$ cat config.mk
export PLATFORM = sky130hd
export DESIGN_NAME = x86_sub_adjust_flag_alu
export DESIGN_NICKNAME = d
export VERILOG_FILES = /design/src/hw/rtl/xsa_pkg.sv /design/src/hw/rtl/x86_sub_adjust_flag_alu.sv /design/src/hw/rtl/xsa_alu.sv
export SDC_FILE = /design/constraint.sdc
export NUM_CORES = 1
export LEC_CHECK = 0
export BUFFER_PORTS_ARGS = -buffer_cell sky130_fd_sc_hd__buf_2
export CORE_UTILIZATION = 60
export CTS_CLUSTER_DIAMETER = 40
export DETAILED_ROUTE_END_ITERATION = 16
export GPL_ROUTABILITY_DRIVEN = 0
export PLACE_DENSITY = 0.89
export SETUP_SLACK_MARGIN = 0.02
export SLEW_MARGIN = 20
export SYNTH_ARGS = -nofsm -noshare
export SYNTH_HDL_FRONTEND = slang
export SYNTH_SLANG_ARGS = --single-unit
$ cat constraint.sdc
create_clock -name clock -period 9.99 [get_ports clock]
set_input_delay 0.999 -clock clock [delete_from_list [all_inputs] [get_ports clock]]
set_output_delay 0.999 -clock clock [all_outputs]
set_load 0.01 [all_outputs]
$ cat src/hw/rtl/xsa_pkg.sv
// shared types and constants for the subtract / ascii-adjust flag alu
// no dependencies; used by xsa_alu and x86_sub_adjust_flag_alu
package xsa_pkg;

   typedef enum logic [2:0] {
      OP_SUB = 3'd0,
      OP_SBB = 3'd1,
      OP_INC = 3'd2,
      OP_DEC = 3'd3,
      OP_AAA = 3'd4,
      OP_AAS = 3'd5,
      OP_AAD = 3'd6,
      OP_AAM = 3'd7
   } op_type;

   localparam logic [3:0]  NIBBLE_MAX_BCD = 4'd9;
   localparam logic [7:0]  ADJUST_STEP    = 8'd6;
   localparam logic [7:0]  DECIMAL_BASE   = 8'd10;
   // floor(x / 10) == (x * 205) >> 11 for every byte value
   localparam logic [7:0]  TEN_RECIP      = 8'd205;
   localparam int          TEN_SHIFT      = 11;

   typedef struct packed {
      op_type      op;
      logic        is_word;
      logic [15:0] left_operand;
      logic [15:0] right_operand;
   } req_type;

   typedef struct packed {
      logic [15:0] result_value;
      logic        carry_flag;
      logic        parity_flag;
      logic        aux_flag;
      logic        zero_flag;
      logic        sign_flag;
      logic        overflow_flag;
   } rsp_type;

   typedef struct packed {
      logic cf;
      logic pf;
      logic af;
      logic zf;
      logic sf;
      logic of;
   } flags_type;

endpackage

$ cat src/hw/rtl/x86_sub_adjust_flag_alu.sv
// top level: input register, alu datapath, result register and flags register
// depends on xsa_pkg and xsa_alu
//
//   channel  ports                          payload
//   req      req_valid req_ready req_data   req_type (op, is_word, operands)
//   rsp      rsp_valid rsp_ready rsp_data   rsp_type (result, six flags)
//
// an item is held first in the input register and then in the result
// register; one item per cycle sustained while rsp_ready is high
// the flags register updates as an item moves into the result register,
// so sbb / aaa / aas see the flags of the item just before them
// reset clears both valid bits and the flags; a stalled rsp holds the
// result register and backs up into the input register, then req_ready
module x86_sub_adjust_flag_alu
   import xsa_pkg::*;
(
   input  logic    clock,
   input  logic    reset,
   input  logic    req_valid,
   output logic    req_ready,
   input  req_type req_data,
   output logic    rsp_valid,
   input  logic    rsp_ready,
   output rsp_type rsp_data
);

   logic      in_valid_ff;
   req_type   in_data_ff;
   logic      out_valid_ff;
   logic      out_valid_in;
   rsp_type   out_data_ff;
   flags_type flags_ff;
   flags_type flags_in;
   rsp_type   alu_rsp;
   logic      out_free;
   logic      advance;
   logic      in_valid_in;

   xsa_alu u_alu (
      .req       (in_data_ff),
      .flags_old (flags_ff),
      .rsp       (alu_rsp),
      .flags_new (flags_in)
   );

   assign out_free     = !out_valid_ff || rsp_ready;
   assign advance      = in_valid_ff && out_free;
   assign req_ready    = !in_valid_ff || advance;
   assign in_valid_in  = (req_valid && req_ready) || (in_valid_ff && !advance);
   assign out_valid_in = advance || (out_valid_ff && !rsp_ready);

   always_ff @(posedge clock) begin
      if (reset) begin
         in_valid_ff  <= 1'b0;
         out_valid_ff <= 1'b0;
         flags_ff     <= '0;
      end else begin
         in_valid_ff  <= in_valid_in;
         out_valid_ff <= out_valid_in;
         if (advance) begin
            flags_ff <= flags_in;
         end
      end
   end

   // payload registers
   always_ff @(posedge clock) begin
      if (req_valid && req_ready) begin
         in_data_ff <= req_data;
      end
      if (advance) begin
         out_data_ff <= alu_rsp;
      end
   end

   assign rsp_valid = out_valid_ff;
   assign rsp_data  = out_data_ff;

endmodule

$ cat src/hw/rtl/xsa_alu.sv
// combinational datapath: result and flags for one operation
// depends on xsa_pkg
module xsa_alu
   import xsa_pkg::*;
(
   input  req_type   req,
   input  flags_type flags_old,
   output rsp_type   rsp,
   output flags_type flags_new
);

   logic [15:0] mask;
   logic [15:0] a_m;
   logic [15:0] b_m;
   logic        borrow_in;
   logic [16:0] diff;
   logic [4:0]  nib_diff;
   logic [15:0] res;
   logic        top_a;
   logic        top_b;
   logic        top_r;
   logic [7:0]  al;
   logic [7:0]  ah;
   logic        adj;
   logic [7:0]  al_adj;
   logic [7:0]  ah_adj;
   logic [7:0]  aad_al;
   logic [15:0] aam_prod;
   logic [7:0]  aam_q;
   logic [7:0]  aam_r;
   logic        byte_flags;
   logic        set_szp;
   flags_type   f;

   assign mask      = req.is_word ? 16'hFFFF : 16'h00FF;
   assign a_m       = req.left_operand & mask;
   assign b_m       = req.right_operand & mask;
   assign borrow_in = (req.op == OP_SBB) ? flags_old.cf : 1'b0;
   assign diff      = {1'b0, a_m} - {1'b0, b_m} - {16'd0, borrow_in};
   assign nib_diff  = {1'b0, a_m[3:0]} - {1'b0, b_m[3:0]} - {4'd0, borrow_in};

   assign al = req.left_operand[7:0];
   assign ah = req.left_operand[15:8];
   assign adj = (al[3:0] > NIBBLE_MAX_BCD) || flags_old.af;
   assign al_adj = (req.op == OP_AAA) ? al + ADJUST_STEP : al - ADJUST_STEP;
   assign ah_adj = (req.op == OP_AAA) ? ah + 8'd1 : ah - 8'd1;

   // ah * 10 + al, truncated to a byte
   assign aad_al   = {ah[4:0], 3'b000} + {ah[6:0], 1'b0} + al;
   assign aam_prod = {8'd0, al} * {8'd0, TEN_RECIP};
   assign aam_q    = {3'b000, aam_prod[TEN_SHIFT +: 5]};
   assign aam_r    = al - aam_q * DECIMAL_BASE;

   assign top_a = req.is_word ? a_m[15] : a_m[7];
   assign top_b = req.is_word ? b_m[15] : b_m[7];

   always_comb begin
      f          = flags_old;
      res        = '0;
      byte_flags = 1'b0;
      set_szp    = 1'b1;
      case (req.op)
         OP_SUB, OP_SBB: begin
            res  = diff[15:0] & mask;
            f.cf = diff[16];
            f.af = nib_diff[4];
         end
         OP_INC: begin
            res  = (a_m + 16'd1) & mask;
            f.af = (a_m[3:0] == 4'hF);
         end
         OP_DEC: begin
            res  = (a_m - 16'd1) & mask;
            f.af = (a_m[3:0] == 4'h0);
         end
         OP_AAA, OP_AAS: begin
            res     = adj ? {ah_adj, 4'h0, al_adj[3:0]} : {ah, 4'h0, al[3:0]};
            f.cf    = adj;
            f.af    = adj;
            set_szp = 1'b0;
         end
         OP_AAD: begin
            res        = {8'h00, aad_al};
            byte_flags = 1'b1;
         end
         default: begin
            res        = {aam_q, aam_r};
            byte_flags = 1'b1;
         end
      endcase

      top_r = (req.is_word && !byte_flags) ? res[15] : res[7];

      // overflow for the arithmetic ops, kept for the adjust ops
      case (req.op)
         OP_SUB, OP_SBB: f.of = (top_a ^ top_b) & (top_a ^ top_r);
         OP_INC:         f.of = (res == (req.is_word ? 16'h8000 : 16'h0080));
         OP_DEC:         f.of = (a_m == (req.is_word ? 16'h8000 : 16'h0080));
         default:        f.of = f.of;
      endcase

      if (set_szp) begin
         if (req.is_word && !byte_flags) begin
            f.zf = (res == 16'd0);
         end else begin
            f.zf = (res[7:0] == 8'd0);
         end
         f.sf = top_r;
         f.pf = ~^res[7:0];
      end
   end

   assign flags_new = f;

   always_comb begin
      rsp.result_value  = res;
      rsp.carry_flag    = f.cf;
      rsp.parity_flag   = f.pf;
      rsp.aux_flag      = f.af;
      rsp.zero_flag     = f.zf;
      rsp.sign_flag     = f.sf;
      rsp.overflow_flag = f.of;
   end

endmodule
# == After elaboration in Yosys (flattened, before gate mapping) ==
# Index checks and enable logic that the tools add are counted.
# word_totals
register_bits,66
inputBits,40
out_inout_bits,24
word_cells,90
# op_classes
add_sub_neg,13
n_mul,2
magnitude_cmp,1
eq_ne,9
mux,16
n_bitwise,8
reduce_logical,22
# op_table
cell,n
AND 16 bit,5
one-hot mux 16 bit (5 select lines),1
2-to-1 mux 16 bit,3
== test 16 bit,2
subtractor 16 x 16 -> 17 bit,1
subtractor 17 x 1 -> 17 bit,1
adder 16 x 1 -> 16 bit (second input constant),1
adder 8 bit,2
logical NOT 16 bit,1
multiplier 8 x 8 -> 16 bit (second input constant),1
subtractor 16 x 1 -> 16 bit (second input constant),1
== test 3 bit (second input constant),3
adder 8 x 1 -> 8 bit (second input constant),1
logical NOT 8 bit,1
2-to-1 mux 8 bit,1
XNOR reduction 8 bit,1
subtractor 8 x 1 -> 8 bit (second input constant),1
subtractor 8 bit,1
multiplier 5 x 3 -> 7 bit (second input constant),1
== test 3 x 2 -> 1 bit (second input constant),2
2-to-1 mux 1 bit,6
OR reduction 6 bit,1
logical AND 1 bit,5
logical OR 1 bit,5
18 further kinds,23

# == Logic depth before layout (Yosys ltp) ==
# Gate-level depths: netlist (run 1).
# depth
ltp_word,10
depth_mapped,32
mapped_depth_nobuf,32

# == By module ==
# Synthesis (run 1) repeated with hierarchy kept, for this count alone.
# hier_totals
cells_unflattened,782
hier_area_um2,7323.3
# modules_own_cells
module,n_inst,cells_per_inst,area_per_inst_um2,seq_area_each_um2
xsa_alu,1,688,5223.8,0.0
x86_sub_adjust_flag_alu,1,94,2099.5,1901.8

# == Least setup slack after synthesis (run 1) ==
# No wires, ideal clock.
# synth_path
path_kind,register to register
start,reg in_data_ff[17] in the netlist's numbering
end,reg flags_ff[4] in the netlist's numbering
setup_time_ns,0.124
t_arrival_ns,6.838
required_ns,9.866
slack_ns,3.028
path_stages_with_launch,33
n_path_buf,0
synth_period_minus_slack_ns,6.962
cell_sequence,edfxtp_1 > ha_1 > xor2_1 > ha_1 > fa_1 > inv_1 > fa_1 > inv_1 > ha_1 > a21o_1 > a221oi_2 > a21oi_1 > nor2_1 > nor2b_1 > nor2_1 > xnor2_1 > ha_1 > ha_1 > inv_1 > fa_1 > ha_1 > o21ai_0 > o21ai_0 > a21oi_1 > xnor2_1 > a211o_1 > nand3_1 > ha_1 > xor2_1 > xnor2_1 > a21oi_1 > mux2i_1 > nor2_1
# synth_lines
element,line_no,rtl
start: declaration,x86_sub_adjust_flag_alu.sv:28,req_type in_data_ff;
start signal: assignment,x86_sub_adjust_flag_alu.sv:69,in_data_ff <= req_data;
end signal: assignment,x86_sub_adjust_flag_alu.sv:61,flags_ff <= flags_in;
end: declaration,x86_sub_adjust_flag_alu.sv:32,flags_type flags_ff;

==> results.md, run 1 <==
| Quantity | This run |
|---|---|
| Max Cap Viol | 0 |
| N_diodes | 0 |
| Number of sinks driven by the clock tree | 66 |
| Antenna violations before repair | 0 |
| Cell with the most instances after synthesis | ha_1 |
| Total power | 1.53 mW |
| Detail-routed net length per standard cell | 17.8 um |
| Final-report setup violation count | 0 |
| Iteration-0 DRC Markers | 500 |
| Mean Syn Cell Area | 9.18 sq um |
| Setup slack after layout | 2120 ps |
| Area growth syn-to-layout | 10.3% |
| Endpoint required time on the critical path | 10220 ps |
| Final routed wirelength across all metal layers | 17.7 mm |
| Post-CTS setup buffer count | 0 |
| Vertical extent of the die | 112 um |
| Via count of the first global-routing pass | 6003 |
| Number of input and output port buffers inserted | 63 |
| Drc violations | 2 |
| Predominant post-synthesis flop cell | edfxtp_1 |
| Master of the slowest instance on the critical path | edfxtp_1 |
| Cell repeated most along the worst path | ha_1 |
| Syn nets | 970 |
| IR drop worst, VDD | 0.145 mV |
| Remaining number of nets flagged by the antenna check after routing | 0 |
| Largest clock skew in the final design | 5.54 ps |
| Root buffer cell | clkbuf_16 |
| Via density per instance | 6.25 |
| Later-pin clock latency in the skew report | 350 ps |
| RSZ-0062 raised after global routing | no |
| Pins Over Slew Limit | 0 |
| Cell Area, Synth | 7240 sq um |
| Portion of synthesized cell area occupied by the leading cell type | 24.0% |
| Worst Tran Pin Value | 854 ps |
| Worst Hold Class | reg2reg |
| Total Die Area | 12500 sq um |
| Net count, final | 1031 |
| Max Clock Freq | 127 MHz |
| Share of async-settable or async-resettable flops after synthesis | 0% |
| Area of the core | 11600 sq um |
| Detailed-router iteration count before antenna repair | 14 |
| Post-cts repair resize count | 0 |
| Max incr delay on CP | 790 ps |
| Overall overflow remaining after global route | 0 |
| Die extent in x | 112 um |
| Synthesis warning total | 0 |
| GRT Overall Usage | 30.0% |
| Leakage power | 3.74 nW |
| Count of hold buffers inserted by post-cts repair | 0 |
| Placed cell area | 7690 sq um |
| Multi-input logic area | 4910 sq um |
| Wire length of the first global-routing pass | 29.1 mm |
| Cell types occupying the most area after synthesis | edfxtp_1 (24%), ha_1 (21%), fa_1 (5.8%), inv_1 (5.0%), a21oi_1 (3.3%) |
| Run status | finished with violations |
| Number of primary I/O pins | 64 |
| Share of synthesized area occupied by flip-flops and latches | 26.3% |
| Pre-CTS setup slack | 2290 ps |
| Footprint of the flip-flops and latches | 1900 sq um |
| Post-route cell area | 7990 sq um |
| Max transition margin | 42.7% |
| H-tree depth | 3 |
| Largest driver fanout on the critical path | 15 |
| Number of endpoints with negative hold slack in the final report | 0 |
| End-of-flow core utilization | 68.8% |
| Number of library cell types mapped by synthesis | 73 |
| Share of the clock period used by the worst path after layout | 78.7% |
| Arrival time reported for the critical path endpoint | 8100 ps |
| Clock tree from TritonCTS | done |
| Dominant cell type by area after synthesis | edfxtp_1 |
| Initial core utilization | 62.4% |
| Reg clk slew, reported paths | 60 ps |
| Number of enable flip-flop cells after synthesis | 58 |
| Power density over the cells | 191 nW/um^2 |
| Most numerous cell types in the synthesized netlist | ha_1 (120), inv_1 (96), edfxtp_1 (58) |
| Failing checks | DRC |
| Largest net degree at the start of global routing | 37 |
| Minimum clock period | 7870 ps |
| Type of the setup path with the least slack | reg2reg |
| Post-synthesis sequential element count | 66 |
| Maximum count of clock buffers along a single path | 2 |
| Kind of start point of the critical path | register |
| Sort of element at the end of the critical path | register |
| Total via count after detailed routing | 6240 |
| Number of fillers in the final layout | 918 |
| Cell count after synthesis | 789 |
| Share of post-route cells with drive strength above 1 | 11.8% |
| Std cell rows | 39 |
| Final total negative setup slack | 0 ps |
| HPWL after DPL | 14.0 mm |
| Number of CTS-inserted buffers | 9 |
## flip-flops by register name (all words and copies together), names as in the netlist
| name | cells |
|---|---|
| in_data_ff | 36 |
| rsp_data | 22 |
| flags_ff | 6 |
| in_valid_ff | 1 |
| rsp_valid | 1 |
## path summary, 6_finish.rpt
check / end / start / depth (start not counted) / slack [ps]
min reg2reg: flags_ff[1] / flags_ff[1] / 2 / 500
max: flags_ff[4] / in_data_ff[17] / 32 / 2120
max reg2reg: flags_ff[4] / in_data_ff[17] / 32 / 2120
min: flags_ff[1] / flags_ff[1] / 2 / 500
## logic make-up after synthesis
group,count (synthesis),synth area share (%)
xor+xnor,51,6.17
buf+inv,114,5.91
simple gates,196,13.3
flops,66,26.3
mux,15,2.47
fa+ha+maj,141,26.5
compound gates,206,19.4
## worst max-delay path: cells and delay by family (launching register included)
family	cells	cell delay, ps
flops	1	790
buf+inv	3	180
mux	1	170
compound gates	8	1500
xor+xnor	5	840
fa+ha+maj	10	3590
simple gates	5	660
## report_power, final
part	internal [mW]	switching, mW
registers	0.333	0.0233
logic	0.362	0.494
clock network	0.194	0.120
## layout by cell type (no fill, tap or decap), drive strengths merged, types with 12 or more instances in the layout
cell type | synthesis | layout
a211oi | 13 | 13
a21o | 17 | 17
a21oi | 48 | 48
and2 | 13 | 13
buf | 0 | 65
edfxtp | 58 | 58
fa | 21 | 21
ha | 120 | 120
inv | 96 | 98
nand2 | 56 | 56
nand3 | 13 | 13
nor2 | 55 | 55
nor2b | 12 | 12
o21a | 15 | 15
o21ai | 44 | 44
xnor2 | 26 | 26
xor2 | 25 | 25
## metal layers
metal	track usage (%)	up-vias	share of wire, %
met5	0	-	0
met2	48.2	306	45
met4	12.1	0	2.6
li1	-	2978	-
met3	7.40	38	9.4
met1	38.9	2918	43
## area by class of cell
type / count / area share, %
multi-input cells: 609 / 61.5
repair buffers: 65 / 4.13
inverters: 99 / 4.65
flip-flops and latches: 66 / 23.8
clock buffers: 10 / 2.87
well taps: 143 / 2.24
clock inverters: 6 / 0.814
## metrics by stage
step	cells	hold slack, ps
6_report	998	496
5_1_grt	998	526
4_1_cts	998	499
3_5_place_dp	982	483
3_3_place_gp	982	465
2_1_floorplan	789	454
No activity file was read; power rests on OpenSTA's default activity.
==> run 2, diff against run 1 <==
Settings changed: CORE_UTILIZATION 60 to 56, PLACE_DENSITY 0.89 to 0.88.
Clock period 9.99 ns to 6.5 ns, I/O delays scaled along.
==> results.md, run 2 (same netlist as run 1, synthesis figures left out) <==
| Quantity | This run | vs previous |
|---|---|---|
| Worst-case reg-to-reg path depth | 32 | unchanged |
| Post-Place Cells | 1050 | +6.9% |
| GRT Overall Usage | 29.0% | -1.1 points |
| Maximum count of clock buffers along a single path | 2 | unchanged |
| Share of the clock period used by the worst path after layout | 103% | +25 points |
| Number of sinks driven by the clock tree | 66 | unchanged |
| Detail-routed net length per standard cell | 17.4 um | -2.3% |
| Start point of the worst hold path | req_data[9] |  |
| Worst-case register-to-register setup slack | -210 ps | -2340 ps |
| Via count of the first global-routing pass | 6080 | +1.3% |
| Number of primary I/O pins | 64 | unchanged |
| Total via count after detailed routing | 6417 | +2.8% |
| Area growth syn-to-layout | 18.0% |  |
| Type of the setup path with the least slack | reg2reg |  |
| Hold depth | 1 | -1 |
| Final-report setup violation count | 6 | +6 |
| Kind of start point of the critical path | register |  |
| RSZ-0062 raised after global routing | yes |  |
| Share of post-route cells with drive strength above 1 | 19.8% | +8.0 points |
| Max FFs per register | 36 | unchanged |
| HPWL after DPL | 14.7 mm | +5.1% |
| Run status | finished with violations |  |
| Sort of element at the end of the critical path | register |  |
| Minimum clock period | 6710 ps | -1150 ps |
| Overall overflow remaining after global route | 0 | unchanged |
| Final standard cell count with taps included and fillers excluded | 1075 | +7.7% |
| Std cell rows | 41 | +5.1% |
| Endpoint required time on the critical path | 6740 ps | -3480 ps |
| Sink of the worst hold path | in_data_ff[9] |  |
| Final routed wirelength across all metal layers | 18.7 mm | +5.2% |
| IR drop worst, VDD | 0.198 mV | +37% |
| Die extent in x | 116 um | +3.4% |
| H-tree depth | 3 | unchanged |
| Worst Hold Class | in2reg |  |
| Largest driver fanout on the critical path | 5 | -10 |
| Leakage power | 3.97 nW | +6.2% |
| Max Clock Freq | 149 MHz | +17% |
| Wire length of the first global-routing pass | 29.2 mm | +0.50% |
| Largest Register | in_data_ff |  |
| Remaining number of nets flagged by the antenna check after routing | 0 | unchanged |
| Max incr delay on CP | 520 ps | -270 ps |
| Number of fillers in the final layout | 997 | +8.6% |
| Reg clk slew, reported paths | 50 ps | about the same |
| Largest clock skew in the final design | 5.64 ps | +0.0961 ps |
| Later-pin clock latency in the skew report | 350 ps | about the same |
| Worst Tran Pin Value | 880 ps | +25.8 ps |
| Pins Over Slew Limit | 0 | unchanged |
| Master of the slowest instance on the critical path | fa_1 |  |
| Commonest non-fill, non-tap cell in the layout | ha_1 |  |
| Count of hold buffers inserted by post-cts repair | 0 | unchanged |
| Drc violations | 0 | -2 |
| Total power | 2.63 mW | +72% |
| Iteration-0 DRC Markers | 630 | +26% |
| N_diodes | 0 | unchanged |
| Largest net degree at the start of global routing | 37 | unchanged |
| Max transition margin | 41.3% | -1.4 points |
| Arrival time reported for the critical path endpoint | 6950 ps | -1150 ps |
| Reg-to-reg startpoint | in_data_ff[17] |  |
| Initial core utilization | 57.4% | -5.0 points |
| Clock tree from TritonCTS | done |  |
| Commonest cells after routing, fill and taps aside | ha_1 (113), inv_1 (91), buf_2 (63), edfxtp_1 (58), nand2_1 (56) |  |
| Vertical extent of the die | 116 um | +3.4% |
| Via density per instance | 5.97 | -4.5% |
| Max Cap Viol | 0 | unchanged |
| Area of the core | 12600 sq um | +8.7% |
| Number of CTS-inserted buffers | 9 | unchanged |
| Number of endpoints with negative hold slack in the final report | 0 | unchanged |
| R2r endpoint | flags_ff[4] |  |
| Net count, final | 1079 | +4.7% |
| Power density over the cells | 308 nW/um^2 | +61% |
| Failing checks | setup timing |  |
| Detailed-router iteration count before antenna repair | 6 | -8 |
| Antenna violations before repair | 0 | unchanged |
| Total Die Area | 13400 sq um | +7.0% |
| Number of input and output port buffers inserted | 63 | unchanged |
| Root buffer cell | clkbuf_16 |  |
| Setup slack after layout | -213 ps | -2340 ps |
| Cell repeated most along the worst path | ha_4 |  |
## run 2: final cells by class
| cell class | instances | area [sq um] | share of cell area (%) |
|---|---|---|---|
| inverters | 99 | 372 | 4.35 |
| well taps | 172 | 215 | 2.52 |
| clock inverters | 5 | 28.8 | 0.337 |
| clock buffers | 11 | 253 | 2.96 |
| flip-flops and latches | 66 | 1900 | 22.3 |
| repair buffers | 113 | 691 | 8.08 |
| multi-input cells | 609 | 5080 | 59.5 |
## run 2: through the flow
stage / hold slack [ps] / setup TNS, ps / utilization (%) / area, sq um / setup WS (ps)
final: 472 / -847 / 67.7 / 8540 / -213
after global routing: 456 / -3300 / 67.7 / 8540 / -561
after CTS: 457 / -557 / 67.0 / 8460 / -183
after detailed placement: 490 / -1540 / 64.1 / 8090 / -312
after global placement: 466 / -64.9 / 64.1 / 8090 / -49.3
after floorplan: 454 / -259 / - / 7310 / -115
## run 2: report_power, final
part / switching (mW) / leakage (nW) / internal (mW)
Sequential: 0.0270 / 0.625 / 0.511
Clock: 0.180 / 0.135 / 0.275
Combinational: 0.878 / 3.21 / 0.758
Total: 1.08 / 3.97 / 1.54
## run 2: repair_timing
item | 4_1_cts | 5_1_grt
pin swaps | 22 | 22
cloned | 0 | 0
resized for setup | 9 | 13
endpoints found under the setup margin | 8 | 9
setup buffers | 5 | 4
## run 2: how the worst max path moves through the flow
stage | end | cells past startpoint | slack, ps | startpoint
final | flags_ff[4] | 32 | -210 | in_data_ff[17]
after global routing | flags_ff[4] | 32 | -560 | in_data_ff[17]
after CTS | flags_ff[4] | 32 | -180 | in_data_ff[17]
after detailed placement | flags_ff[4] | 32 | -310 | in_data_ff[17]
after global placement | flags_ff[4] | 32 | -50 | in_data_ff[17]
after floorplan | flags_ff[4] | 32 | -110 | in_data_ff[17]
## run 2: critical path: cells and delay by family (launching register included)
| family | cells | cell delay (ps) |
|---|---|---|
| AOI/OAI and AO/OA | 7 | 970 |
| muxes | 1 | 150 |
| DFF | 1 | 480 |
| and+or+nand+nor | 6 | 770 |
| buffers and inverters | 3 | 130 |
| adders and majority gates | 10 | 3300 |
| xor gates and xnor gates | 5 | 800 |
## run 2: routing by layer
metal | wire length (um) | GRT usage (%) | share of wire, %
met1 | 7570 | 36.4 | 41
met2 | 8380 | 46.1 | 45
met3 | 1990 | 8.11 | 11
met4 | 728 | 13.9 | 3.9
met5 | 0 | 0 | 0
